`src/rtl/fsr_pkg.sv`:
```
// Package for the framed serial receiver: receive phase type, status codes,
// register indexes and frame constants. Depends on nothing.
`timescale 1ns / 1ps

package fsr_pkg;

    // Receive phase, one-hot coded.
    typedef enum logic [5:0] {
        PH_HEADER = 6'b000001,
        PH_ID     = 6'b000010,
        PH_LEN    = 6'b000100,
        PH_DATA   = 6'b001000,
        PH_CSUM   = 6'b010000,
        PH_FOOTER = 6'b100000
    } phase_t;

    // Status codes of a result word.
    localparam logic [2:0] ST_HUNT     = 3'd0;
    localparam logic [2:0] ST_IN       = 3'd1;
    localparam logic [2:0] ST_DATA     = 3'd2;
    localparam logic [2:0] ST_OK       = 3'd3;
    localparam logic [2:0] ST_CSUM_ERR = 3'd4;
    localparam logic [2:0] ST_FOOT_ERR = 3'd5;
    localparam logic [2:0] ST_LEN_ERR  = 3'd6;

    // Configuration register indexes.
    localparam logic [2:0] REG_HEADER_BYTE  = 3'd0;
    localparam logic [2:0] REG_FOOTER_BYTE  = 3'd1;
    localparam logic [2:0] REG_PAYLOAD_ID_A = 3'd2;
    localparam logic [2:0] REG_PAYLOAD_ID_B = 3'd3;
    localparam logic [2:0] REG_PAYLOAD_ID_C = 3'd4;
    localparam logic [2:0] REG_PAYLOAD_ID_D = 3'd5;

    // Reset values of the frame delimiters.
    localparam logic [7:0] HEADER_RESET = 8'h02;
    localparam logic [7:0] FOOTER_RESET = 8'h03;

    // The length byte carries the payload count plus this offset.
    localparam logic [7:0] LEN_OFFSET = 8'h10;

endpackage

```
`src/rtl/framed_serial_receiver.sv`:
```
// Framed serial receiver: deframes header, id, length, payload, XOR checksum
// and footer, and gives one status word for every received byte.
// An accepted input word gives its result word in the next cycle.
// One word is accepted per cycle while the result side drains: the phase update and the XOR are short
// logic between the state registers and the single result register.
// Reset (rst_n low, asynchronous) returns to hunting for a header, clears the
// frame state and loads header 0x02, footer 0x03 and payload ids of zero.
// Depends on fsr_pkg.
`timescale 1ns / 1ps

module framed_serial_receiver
(
    input  logic        clk,
    input  logic        rst_n,

    // Configuration write port.
    input  logic        cfg_wr_en,
    input  logic [2:0]  cfg_index,
    input  logic [7:0]  cfg_wdata,

    // Received bytes.
    input  logic        s_tvalid,
    output logic        s_tready,
    input  logic [7:0]  s_tdata,   // [7:0] rx_byte

    // Status words.
    output logic        m_tvalid,
    input  logic        m_tready,
    output logic [31:0] m_tdata,   // [7:0] frame_id, [15:8] payload_byte,
                                   // [23:16] payload_index, [31:24] payload_length
    output logic [2:0]  m_tuser    // [2:0] status
);

    // Configuration registers.
    logic [7:0] header_byte_reg;
    logic [7:0] footer_byte_reg;
    logic [7:0] payload_id_a_reg;
    logic [7:0] payload_id_b_reg;
    logic [7:0] payload_id_c_reg;
    logic [7:0] payload_id_d_reg;

    // Frame state.
    fsr_pkg::phase_t phase_reg, phase_next;
    logic [7:0] current_id_reg, current_id_next;
    logic [7:0] current_length_reg, current_length_next;
    logic [7:0] byte_counter_reg, byte_counter_next;
    logic [7:0] running_xor_reg, running_xor_next;

    // Result register.
    logic        m_tvalid_reg;
    logic [31:0] m_tdata_reg, m_tdata_next;
    logic [2:0]  m_tuser_reg;

    logic [2:0]  status_next;
    logic [7:0]  pbyte_next;
    logic [7:0]  pindex_next;
    logic [7:0]  count_inc;
    logic        id_has_payload;
    logic        accept;

    // A new byte is taken whenever the result register is empty or is being
    // drained in the same cycle, so bytes can stream at one per cycle.
    assign s_tready = !m_tvalid_reg || m_tready;
    assign accept   = s_tvalid && s_tready;

    assign m_tvalid = m_tvalid_reg;
    assign m_tdata  = m_tdata_reg;
    assign m_tuser  = m_tuser_reg;

    // Configuration writes; indexes beyond the register list are dropped.
    always_ff @(posedge clk or negedge rst_n)
    begin
        if (!rst_n)
        begin
            header_byte_reg  <= fsr_pkg::HEADER_RESET;
            footer_byte_reg  <= fsr_pkg::FOOTER_RESET;
            payload_id_a_reg <= 8'h00;
            payload_id_b_reg <= 8'h00;
            payload_id_c_reg <= 8'h00;
            payload_id_d_reg <= 8'h00;
        end
        else if (cfg_wr_en)
        begin
            case (cfg_index)
                fsr_pkg::REG_HEADER_BYTE:  header_byte_reg  <= cfg_wdata;
                fsr_pkg::REG_FOOTER_BYTE:  footer_byte_reg  <= cfg_wdata;
                fsr_pkg::REG_PAYLOAD_ID_A: payload_id_a_reg <= cfg_wdata;
                fsr_pkg::REG_PAYLOAD_ID_B: payload_id_b_reg <= cfg_wdata;
                fsr_pkg::REG_PAYLOAD_ID_C: payload_id_c_reg <= cfg_wdata;
                fsr_pkg::REG_PAYLOAD_ID_D: payload_id_d_reg <= cfg_wdata;
                default: ;
            endcase
        end
    end

    // Only the four configured ids carry a length byte and a payload.
    assign id_has_payload = (s_tdata == payload_id_a_reg) ||
                            (s_tdata == payload_id_b_reg) ||
                            (s_tdata == payload_id_c_reg) ||
                            (s_tdata == payload_id_d_reg);

    assign count_inc = byte_counter_reg + 8'd1;

    // Phase logic for one received byte. The header value has no special
    // meaning inside a frame; it is taken as whatever the phase expects.
    always_comb
    begin
        phase_next          = phase_reg;
        current_id_next     = current_id_reg;
        current_length_next = current_length_reg;
        byte_counter_next   = byte_counter_reg;
        running_xor_next    = running_xor_reg;
        status_next         = fsr_pkg::ST_IN;
        pbyte_next          = 8'h00;
        pindex_next         = 8'h00;

        case (phase_reg)
            fsr_pkg::PH_ID:
            begin
                current_id_next     = s_tdata;
                current_length_next = 8'h00;
                running_xor_next    = running_xor_reg ^ s_tdata;
                phase_next          = id_has_payload ? fsr_pkg::PH_LEN : fsr_pkg::PH_CSUM;
            end
            fsr_pkg::PH_LEN:
            begin
                if (s_tdata < fsr_pkg::LEN_OFFSET)
                begin
                    // A length byte below the offset cannot encode a count.
                    status_next = fsr_pkg::ST_LEN_ERR;
                    phase_next  = fsr_pkg::PH_HEADER;
                end
                else
                begin
                    current_length_next = s_tdata - fsr_pkg::LEN_OFFSET;
                    byte_counter_next   = 8'h00;
                    running_xor_next    = running_xor_reg ^ s_tdata;
                    // An empty payload goes straight to the checksum.
                    phase_next = (s_tdata == fsr_pkg::LEN_OFFSET) ?
                                 fsr_pkg::PH_CSUM : fsr_pkg::PH_DATA;
                end
            end
            fsr_pkg::PH_DATA:
            begin
                status_next       = fsr_pkg::ST_DATA;
                pbyte_next        = s_tdata;
                pindex_next       = byte_counter_reg;
                byte_counter_next = count_inc;
                running_xor_next  = running_xor_reg ^ s_tdata;
                if (count_inc >= current_length_reg)
                begin
                    phase_next = fsr_pkg::PH_CSUM;
                end
            end
            fsr_pkg::PH_CSUM:
            begin
                if (s_tdata == running_xor_reg)
                begin
                    phase_next = fsr_pkg::PH_FOOTER;
                end
                else
                begin
                    status_next = fsr_pkg::ST_CSUM_ERR;
                    phase_next  = fsr_pkg::PH_HEADER;
                end
            end
            fsr_pkg::PH_FOOTER:
            begin
                status_next = (s_tdata == footer_byte_reg) ?
                              fsr_pkg::ST_OK : fsr_pkg::ST_FOOT_ERR;
                phase_next  = fsr_pkg::PH_HEADER;
            end
            default:
            begin
                // Hunting for a header; illegal phase codes land here too.
                if (s_tdata == header_byte_reg)
                begin
                    current_id_next     = 8'h00;
                    current_length_next = 8'h00;
                    byte_counter_next   = 8'h00;
                    running_xor_next    = s_tdata;
                    phase_next          = fsr_pkg::PH_ID;
                end
                else
                begin
                    status_next = fsr_pkg::ST_HUNT;
                    phase_next  = fsr_pkg::PH_HEADER;
                end
            end
        endcase
    end

    // While hunting, the id and length fields of the result read as zero.
    always_comb
    begin
        if (status_next == fsr_pkg::ST_HUNT)
        begin
            m_tdata_next = {8'h00, pindex_next, pbyte_next, 8'h00};
        end
        else
        begin
            m_tdata_next = {current_length_next, pindex_next, pbyte_next, current_id_next};
        end
    end

    // Frame state and result valid flag.
    always_ff @(posedge clk or negedge rst_n)
    begin
        if (!rst_n)
        begin
            phase_reg          <= fsr_pkg::PH_HEADER;
            current_id_reg     <= 8'h00;
            current_length_reg <= 8'h00;
            byte_counter_reg   <= 8'h00;
            running_xor_reg    <= 8'h00;
            m_tvalid_reg       <= 1'b0;
        end
        else
        begin
            if (accept)
            begin
                phase_reg          <= phase_next;
                current_id_reg     <= current_id_next;
                current_length_reg <= current_length_next;
                byte_counter_reg   <= byte_counter_next;
                running_xor_reg    <= running_xor_next;
                m_tvalid_reg       <= 1'b1;
            end
            else if (m_tready)
            begin
                m_tvalid_reg <= 1'b0;
            end
        end
    end

    // Result payload needs no reset; it is qualified by the valid flag.
    always_ff @(posedge clk)
    begin
        if (accept)
        begin
            m_tdata_reg <= m_tdata_next;
            m_tuser_reg <= status_next;
        end
    end

endmodule

```
`config.mk`:
```
export PLATFORM = sky130hd
export DESIGN_NAME = framed_serial_receiver
export DESIGN_NICKNAME = d
export VERILOG_FILES = /design/src/rtl/fsr_pkg.sv /design/src/rtl/framed_serial_receiver.sv
export SDC_FILE = /design/constraint.sdc
export NUM_CORES = 1
export LEC_CHECK = 0
export BUFFER_PORTS_ARGS = -buffer_cell sky130_fd_sc_hd__buf_4
export CAP_MARGIN = 20
export CORE_ASPECT_RATIO = 0.9
export CORE_MARGIN = 4
export CORE_UTILIZATION = 50
export CTS_BUF_LIST = sky130_fd_sc_hd__clkbuf_16
export DETAILED_ROUTE_END_ITERATION = 6
export PLACE_DENSITY = 0.72
export SETUP_SLACK_MARGIN = 0.2
export SKIP_CTS_REPAIR_TIMING = 1
export SYNTH_ARGS = -nofsm -noshare
export SYNTH_HDL_FRONTEND = slang
export SYNTH_SLANG_ARGS = --single-unit
```
`constraint.sdc`:
```
create_clock -name clk -period 2.55 [get_ports clk]
set_input_delay 0.1275 -clock clk [delete_from_list [all_inputs] [get_ports clk]]
set_output_delay 0.1275 -clock clk [all_outputs]
set_load 0.03 [all_outputs]
```
==> impl_metrics.json, run 1 <==
{
  "setup_tns_ns": -0.110,
  "area_growth_pct": 24.4,
  "drt-initial-drc-count": 372,
  "p_leak_nw": 3.28,
  "grt_max_degree": 88,
  "async_reset_ff_frac": 0.713,
  "post_synth_num_cell_types": 47,
  "core_area_um2": 11600,
  "grt_usage": 0.220,
  "holdCritStartpoint": "m_tready",
  "wl_per_cell_um": 19.0,
  "reg2reg_from": "byte_counter_reg[1]",
  "slew_headroom": 0.439,
  "finalHoldViolCount": 6,
  "htreeDepth": 4,
  "root_buffer": "clkbuf_16",
  "end_kind": "flop",
  "clkSinkCount": 122,
  "crit_required_ns": 2.86,
  "clk_latency_ns": 0.42,
  "finalCriticalPeriod_ns": 2.59,
  "crit_start": "byte_counter_reg[1]",
  "die_x_um": 124,
  "cts_inserted_buffers": 17,
  "final_common_cell": "buf_4",
  "hpwl_mm": 9.37,
  "avgSynthCellArea_um2": 11.9,
  "path_class": "flop to flop",
  "fin_skew_ns": 0.00561,
  "crit_path_max_incr_delay_ns": 0.45,
  "drive_gt1_frac": 0.329,
  "grt_pass1_wl_mm": 23.0,
  "min_path_type": "input pin to flop",
  "start_util": 0.518,
  "nFillCells": 871,
  "rows": 37,
  "holdWs_ns": -0.00750,
  "cp.arrival_ns": 2.89,
  "stdcell_area_um2": 7480,
  "drc": 0,
  "pin_count": 61,
  "port_buffers": 60,
  "path_cells": "and3_4 -> and3_4 -> and3_4 -> xor2_2 -> ha_1 -> nand4_1 -> o21ai_2 -> o41ai_4 -> buf_4 -> mux2_4",
  "ir_worst_vdd_uv": 412,
  "max-cap-violations": 0,
  "largest_reg_flops": 32,
  "slew_viol_final": 0,
  "critPathTopFamily": "simple AND/OR/NAND/NOR gates",
  "synth_edf_count": 35,
  "critPathBufInv": 1,
  "cpMaxStageDelayCell": "dfrtp_2",
  "dp_cells": 711,
  "violations": "negative hold slack, negative setup slack",
  "cts_tree": "done",
  "final_cells": 752,
  "syn_inst": 505,
  "power-per-cell-area_nw_per_um2": 733,
  "clockBufferDepth": 2,
  "routed_wl_mm": 14.3,
  "grt-ovfl-total": 0,
  "dieArea_um2": 13900,
  "vias": 4232,
  "setup_ws_ns": -0.0376,
  "outcome": "complete, but fails checks",
  "yosysWarnings": 0,
  "antenna_cells": 0,
  "crit_fanout": 5,
  "ant_nets": 0,
  "vias_per_cell": 5.63,
  "worst_slew_pin_slew_ns": 0.839,
  "die_y_um": 112,
  "placed_area_um2": 6700,
  "layout_common_cells": "82 x buf_4, 80 x dfrtp_1, 48 x mux2_2, 42 x xor2_1, 35 x edfxtp_1",
  "syn-cell-area_um2": 6020,
  "gp_congestion": 0.893,
  "ys_seq_area_frac": 0.537,
  "synth_top_area_cell": "dfrtp_1",
  "path_clk_slew_ns": 0.05,
  "setup_viol_count_final": 4,
  "startpoint_type": "flop",
  "ys.flop_type": "dfrtp_1",
  "synth_top_cell_area_share": 0.345,
  "dr.pass1.iters": 5,
  "first_global_vias": 4302,
  "rsz0062_at_grt": "yes",
  "fin_crit_sh": 1.01,
  "antenna_found_initial": 0,
  "synth-seq-cells": 122,
  "synth_nets": 540,
  "final_nets": 618,
  "path_common_cell": "and3_4",
  "ys_top_cells_by_area": "dfrtp_1 35%, edfxtp_1 17%, mux2_2 9.5%",
  "fmax_mhz": 386
}
area by class of cell:
class / instances / area [um2] / area share
clock inverters: 14 / 138 / 0.0184
well taps: 156 / 195 / 0.0261
clock buffers: 18 / 450 / 0.0602
multi-input cells: 343 / 2740 / 0.366
inverters: 12 / 48.8 / 0.00652
repair buffers: 87 / 677 / 0.0904
flip-flops and latches: 122 / 3240 / 0.432
per-stage QoR:
step | utilization | total power [mW] | hold WS, ns | setup WS (ns)
final | 0.644 | 5.49 | -0.00750 | -0.0376
after global routing | 0.644 | 5.70 | 0.0000670 | -0.0685
after detailed placement | 0.577 | 3.11 | 0.205 | -0.0823
after CTS | 0.627 | 5.50 | -0.240 | -0.143
after global placement | 0.577 | 3.08 | 0.205 | 0.0380
after floorplan | - | 2.87 | -0.168 | 0.0105
path summary, 6_finish.rpt:
check | end | slack (ns) | depth (start not counted)
setup / recovery | phase_reg[1] | -0.04 | 10
max in group asynchronous | byte_counter_reg[1] | 1.87 | 3
min in group asynchronous | running_xor_reg[0] | 0.28 | 3
hold reg to reg | current_id_reg[3] | 0.50 | 1
setup reg to reg | phase_reg[1] | -0.04 | 10
hold / removal | m_tvalid | -0.007 | 3
Yosys cell counts (2+ instances only):
cell and n:
clkbuf_1 14, nand3_1 5, o31ai_1 5, xnor2_1 20, nand2_1 34, nor4_2 2
a22o_1 26, mux2_2 51, dfstp_2 4, nor2_1 20, nor3_1 5, o21ai_1 3
edfxtp_1 35, a311oi_1 8, inv_1 12, o211ai_1 3, o21ai_0 18, dfrtp_1 83
buf_2 10, and3_1 18, a21oi_1 12, nor4_1 11, nor4bb_1 2, nand4b_1 2
nor2b_1 13, ha_1 11, buf_1 3, xor2_1 44, o21a_1 2, a21o_1 2
nand2b_1 4, nand4_1 8
worst reg2reg max path, stage by stage, from the launching register on:
cell and delay, ns:
dfrtp_2 0.45, and3_4 0.19, and3_4 0.17, and3_4 0.18, xor2_2 0.15, ha_1 0.34
nand4_1 0.10, o21ai_2 0.08, o41ai_4 0.32, buf_4 0.20, mux2_4 0.30
per-layer routing:
layer / share of wire / vias to the layer above / track usage
met1: 0.45 / 2096 / 0.312
met4: 0.019 / 0 / 0.0812
met3: 0.059 / 19 / 0.0504
met2: 0.47 / 141 / 0.329
li1: - / 1976 / -
met5: 0 / - / 0
cells by family after synthesis:
family / after synthesis / synth area share
AND/OR/NAND/NOR: 133 / 0.122
flip-flops: 122 / 0.537
AO/OA/AOI/OAI: 83 / 0.100
XOR/XNOR: 64 / 0.0931
multiplexers: 52 / 0.0971
buffers and inverters: 40 / 0.0277
adder cells (fa/ha/maj): 11 / 0.0229
report_power, final:
group | internal (mW) | switching [mW]
combinational | 0.354 | 0.365
sequential | 2.24 | 0.142
clock | 1.56 | 0.824
(Power assumes the default switching activity.)
==> run 2, diff against run 1 <==
- CTS_BUF_LIST: sky130_fd_sc_hd__clkbuf_16 -> not set
==> run 2 against run 1 <==
  * Non-clock buffer count is 1 higher
  * Critical endpoint unchanged
  * Global-route usage is 0.093 points lower
  * Combinational power hardly changed
  * The run still ends with negative hold slack, negative setup slack left
  * Largest power group is now clock
==> impl_metrics.json, run 2 (synthesis results as in run 1) <==
{
  "pwr-share-clk": 0.446,
  "routed_wl_mm": 14.2,
  "dieArea_um2": 13900,
  "grt_usage": 0.219,
  "crit_required_ns": 2.86,
  "finalHoldViolCount": 2,
  "vias": 4262,
  "cpMaxStageDelayCell": "dfrtp_2",
  "grt_max_degree": 88,
  "crit_fanout": 5,
  "reg2reg_from": "byte_counter_reg[1]",
  "cts_inserted_buffers": 17,
  "rows": 37,
  "antenna_found_initial": 0,
  "largest_reg_flops": 32,
  "cts_tree": "done",
  "core_area_um2": 11600,
  "max-cap-violations": 0,
  "worst_r2r_path_depth": 10,
  "critPathBufInv": 1,
  "dp_cells": 711,
  "crit_start": "byte_counter_reg[1]",
  "reg2reg_slack_ns": -0.04,
  "gp_congestion": 0.893,
  "power_switching_mw": 1.34,
  "antenna_cells": 0,
  "setup_viol_count_final": 3,
  "htreeDepth": 4,
  "p_leak_nw": 3.29,
  "ant_nets": 0,
  "wl_met2_mm": 6.65,
  "path_class": "flop to flop",
  "swShare": 0.239,
  "final_nets": 619,
  "clkSinkCount": 122,
  "min_path_type": "input pin to flop",
  "drt-initial-drc-count": 339,
  "violations": "negative hold slack, negative setup slack",
  "comb_power_share": 0.128,
  "root_buffer": "clkbuf_16",
  "fin_crit_sh": 1.01,
  "layout_common_cells": "82 x buf_4, 80 x dfrtp_1, 48 x mux2_2, 42 x xor2_1, 35 x edfxtp_1",
  "path_clk_slew_ns": 0.05,
  "port_buffers": 60,
  "first_global_vias": 4275,
  "slew_viol_final": 0,
  "regArea_um2": 3240,
  "die_y_um": 112,
  "power_mw": 5.59,
  "placed_area_um2": 6700,
  "area_growth_pct": 25.0,
  "clockBufferDepth": 2,
  "pre_cts_ws_ns": -0.0823,
  "highest_layer": "met4",
  "setup_ws_ns": -0.0350,
  "stdcell_area_um2": 7520,
  "cp.arrival_ns": 2.89,
  "crit_path_max_incr_delay_ns": 0.45,
  "rsz0062_at_grt": "yes",
  "regToRegEndpoint": "phase_reg[1]",
  "critPathTopFamily": "simple AND/OR/NAND/NOR gates",
  "nFillCells": 859,
  "holdWs_ns": -0.0125,
  "power-per-cell-area_nw_per_um2": 743,
  "cell_internal_pwr_mw": 4.26,
  "path_cells": "and3_4 -> and3_4 -> and3_4 -> xor2_2 -> ha_1 -> nand4_1 -> o21ai_2 -> o41ai_4 -> buf_4 -> mux2_4",
  "crit_path_end": "phase_reg[1]",
  "final_cells": 753,
  "final_common_cell": "buf_4",
  "vias_per_cell": 5.66,
  "pin_count": 61,
  "clk_latency_ns": 0.43,
  "drive_gt1_frac": 0.333,
  "wl_per_cell_um": 18.8,
  "grt_pass1_wl_mm": 22.9,
  "fmax_mhz": 387,
  "startpoint_type": "flop",
  "finalCriticalPeriod_ns": 2.59,
  "hpwl_mm": 9.37,
  "slew_headroom": 0.438,
  "ir_worst_vdd_uv": 497,
  "end_kind": "flop",
  "final_util": 0.648,
  "grt-ovfl-total": 0,
  "multi_input_area_um2": 2740,
  "worst_slew_pin_slew_ns": 0.841,
  "met3WireLength_um": 849,
  "path_common_cell": "and3_4",
  "drc": 0,
  "dr.pass1.iters": 5,
  "cp_num_cells": 10,
  "die_x_um": 124,
  "outcome": "complete, but fails checks",
  "seq_power_share": 0.426,
  "drt-met1-wl_mm": 6.41,
  "fin_skew_ns": 0.00713,
  "setup_tns_ns": -0.102,
  "start_util": 0.518
}
==> run 2: worst min-delay path, delay by kind of cell <==
| family | cells | cell delay (ns) |
|---|---|---|
| and+or+nand+nor | 2 | 0.17 |
| buffers and inverters | 1 | 0.07 |
==> run 2: worst min-delay path by stage <==
stage | cells past startpoint | startpoint | slack, ns | end
after detailed placement | 2 | rst_n | 0.20 | m_tvalid
after floorplan | 0 | rst_n | -0.17 | byte_counter_reg[0]
final | 3 | m_tready | -0.01 | m_tvalid
after global routing | 3 | m_tready | 0.002 | m_tvalid
after CTS | 2 | rst_n | -0.24 | running_xor_reg[7]
after global placement | 2 | rst_n | 0.20 | running_xor_reg[0]
==> run 2: layout make-up <==
| type | instances | share of cell area |
|---|---|---|
| repair buffers | 88 | 0.0913 |
| clock buffers | 24 | 0.0668 |
| well taps | 156 | 0.0259 |
| inverters | 12 | 0.00648 |
| clock inverters | 8 | 0.0153 |
| multi-input cells | 343 | 0.364 |
| flip-flops and latches | 122 | 0.430 |
==> run 2: power groups by stage <==
stage | registers [mW] | clock network [mW] | logic [mW]
detailed placement | 2.41 | 0 | 0.701
global placement | 2.40 | 0 | 0.680
finish | 2.38 | 2.49 | 0.718
CTS | 2.38 | 2.51 | 0.707
global route | 2.41 | 2.61 | 0.788
floorplan | 2.43 | 0 | 0.442
==> run 2: layer usage <==
metal,GRT usage,vias up
li1,-,1983
met1,0.312,2115
met2,0.327,139
met3,0.0504,25
met4,0.0790,0
met5,0,-
==> run 3, diff against run 2 <==
- CELL_PAD_IN_SITES_DETAIL_PLACEMENT: not set -> 0
- CELL_PAD_IN_SITES_GLOBAL_PLACEMENT: not set -> 1
- CORE_UTILIZATION: 50 -> 43
- PLACE_DENSITY: 0.72 -> not set
- PLACE_DENSITY_LB_ADDON: not set -> 0.1
==> run 3 against run 2 <==
  * The flow finishes with violations (negative setup slack)
  * Flip-flop and latch count stayed put
  * Total power down 1.4%
  * Critical path depth unchanged
  * Fmax decreased by 0.65%
  * Setup slack lost 0.017 ns
  * Combinational power rose by 1%
==> impl_metrics.json, run 3 (synthesis results as in run 1) <==
{
  "outcome": "complete, but fails checks",
  "violations": "negative setup slack",
  "startpoint_type": "flop",
  "crit_required_ns": 2.85,
  "grt_usage": 0.193,
  "setup_ws_ns": -0.0518,
  "fmax_mhz": 384,
  "ir_worst_vdd_uv": 516,
  "clockBufferDepth": 2,
  "die_x_um": 133,
  "fin_skew_ns": 0.00722,
  "clkSinkCount": 122,
  "pin_count": 61,
  "ant_nets": 0,
  "finalHoldViolCount": 0,
  "final_common_cell": "buf_4",
  "start_util": 0.445,
  "dr.pass1.iters": 4,
  "vias_per_cell": 5.52,
  "finalCriticalPeriod_ns": 2.60,
  "first_global_vias": 4272,
  "crit_fanout": 5,
  "htreeDepth": 4,
  "port_buffers": 60,
  "power_mw": 5.52,
  "gp_congestion": 0.872,
  "fin_crit_sh": 1.02,
  "drc": 0,
  "wl_per_cell_um": 19.0,
  "worst_slew_pin_slew_ns": 0.748,
  "path_clk_slew_ns": 0.06,
  "end_kind": "flop",
  "hpwl_mm": 9.91,
  "grt_pass1_wl_mm": 23.6,
  "cts_inserted_buffers": 17,
  "antenna_found_initial": 0,
  "cts_tree": "done",
  "vias": 4254,
  "crit_path_max_incr_delay_ns": 0.41,
  "pre_cts_ws_ns": -0.0660,
  "drive_gt1_frac": 0.318,
  "cp.arrival_ns": 2.90,
  "core_area_um2": 13500,
  "final_util": 0.558,
  "p_leak_nw": 3.29,
  "slew_headroom": 0.499,
  "root_buffer": "clkbuf_16",
  "layout_common_cells": "83 x buf_4, 82 x dfrtp_1, 51 x mux2_2, 42 x xor2_1, 35 x edfxtp_1",
  "routed_wl_mm": 14.7,
  "antenna_cells": 0,
  "min_path_type": "input pin to flop",
  "slew_viol_final": 0,
  "max-cap-violations": 0,
  "area_growth_pct": 25.3,
  "clk_latency_ns": 0.42,
  "path_cells": "and3_1 -> and3_4 -> and3_4 -> xor2_4 -> ha_4 -> nand4_1 -> nor3_2 -> o41ai_4 -> buf_6 -> mux2_2",
  "cpMaxStageDelayCell": "o41ai_4",
  "grt-ovfl-total": 0,
  "setup_viol_count_final": 3,
  "drt-initial-drc-count": 216,
  "rows": 40,
  "final_nets": 625,
  "largest_reg_flops": 32,
  "path_class": "flop to flop",
  "power-per-cell-area_nw_per_um2": 732,
  "die_y_um": 120,
  "holdWs_ns": 0.0148,
  "dieArea_um2": 16000,
  "grt_max_degree": 88,
  "rsz0062_at_grt": "yes",
  "path_common_cell": "and3_4"
}
==> run 3: layout make-up <==
class / count / area (um2)
Fill cell: 1179 / 5970
Sequential cell: 122 / 3230
Multi-Input combinational cell: 343 / 2710
Timing Repair Buffer: 94 / 739
Clock buffer: 27 / 514
Tap cell: 168 / 210
Clock inverter: 5 / 80.1
Inverter: 12 / 48.8
==> run 3: stage by stage <==
stage	std cells	cell area (um2)	TNS (ns)
after global routing	771	7540	-0.658
after CTS	761	7360	-0.278
after floorplan	505	6030	0
final	771	7540	-0.151
after global placement	729	6760	0
after detailed placement	729	6760	-0.194
==> run 3: power breakdown <==
part | total, mW | internal [mW] | switching, mW
clock | 2.41 | 1.58 | 0.834
sequential | 2.38 | 2.24 | 0.139
combinational | 0.727 | 0.360 | 0.366
==> run 3: worst max-delay path: cells and delay by family (launching register included) <==
kind | cells | cell delay [ns]
AND/OR/NAND/NOR | 5 | 0.76
AO/OA/AOI/OAI | 1 | 0.41
flip-flops | 1 | 0.39
multiplexers | 1 | 0.32
adder cells (fa/ha/maj) | 1 | 0.23
XOR/XNOR | 1 | 0.19
buffers and inverters | 1 | 0.17
==> run 3: worst paths after layout <==
| check | from | endpoint | slack [ns] | depth (start not counted) |
|---|---|---|---|---|
| worst min register to register | current_id_reg[1] | current_id_reg[1] | 0.50 | 1 |
| max in group asynchronous | rst_n | m_tvalid | 1.86 | 3 |
| worst max-delay path | byte_counter_reg[1] | phase_reg[1] | -0.05 | 10 |
| min in group asynchronous | rst_n | running_xor_reg[0] | 0.27 | 3 |
| worst max register to register | byte_counter_reg[1] | phase_reg[1] | -0.05 | 10 |
| worst min-delay path | cfg_wdata[7] | header_byte_reg[7] | 0.01 | 2 |
==> run 3: layer usage <==
layer  up-vias  share of wire  global-route usage
met5         -              0                   0
met4         0          0.018              0.0734
met3        24          0.051              0.0491
met2        89           0.44               0.276
met1      2139           0.49               0.281
li1       2002              -                   -
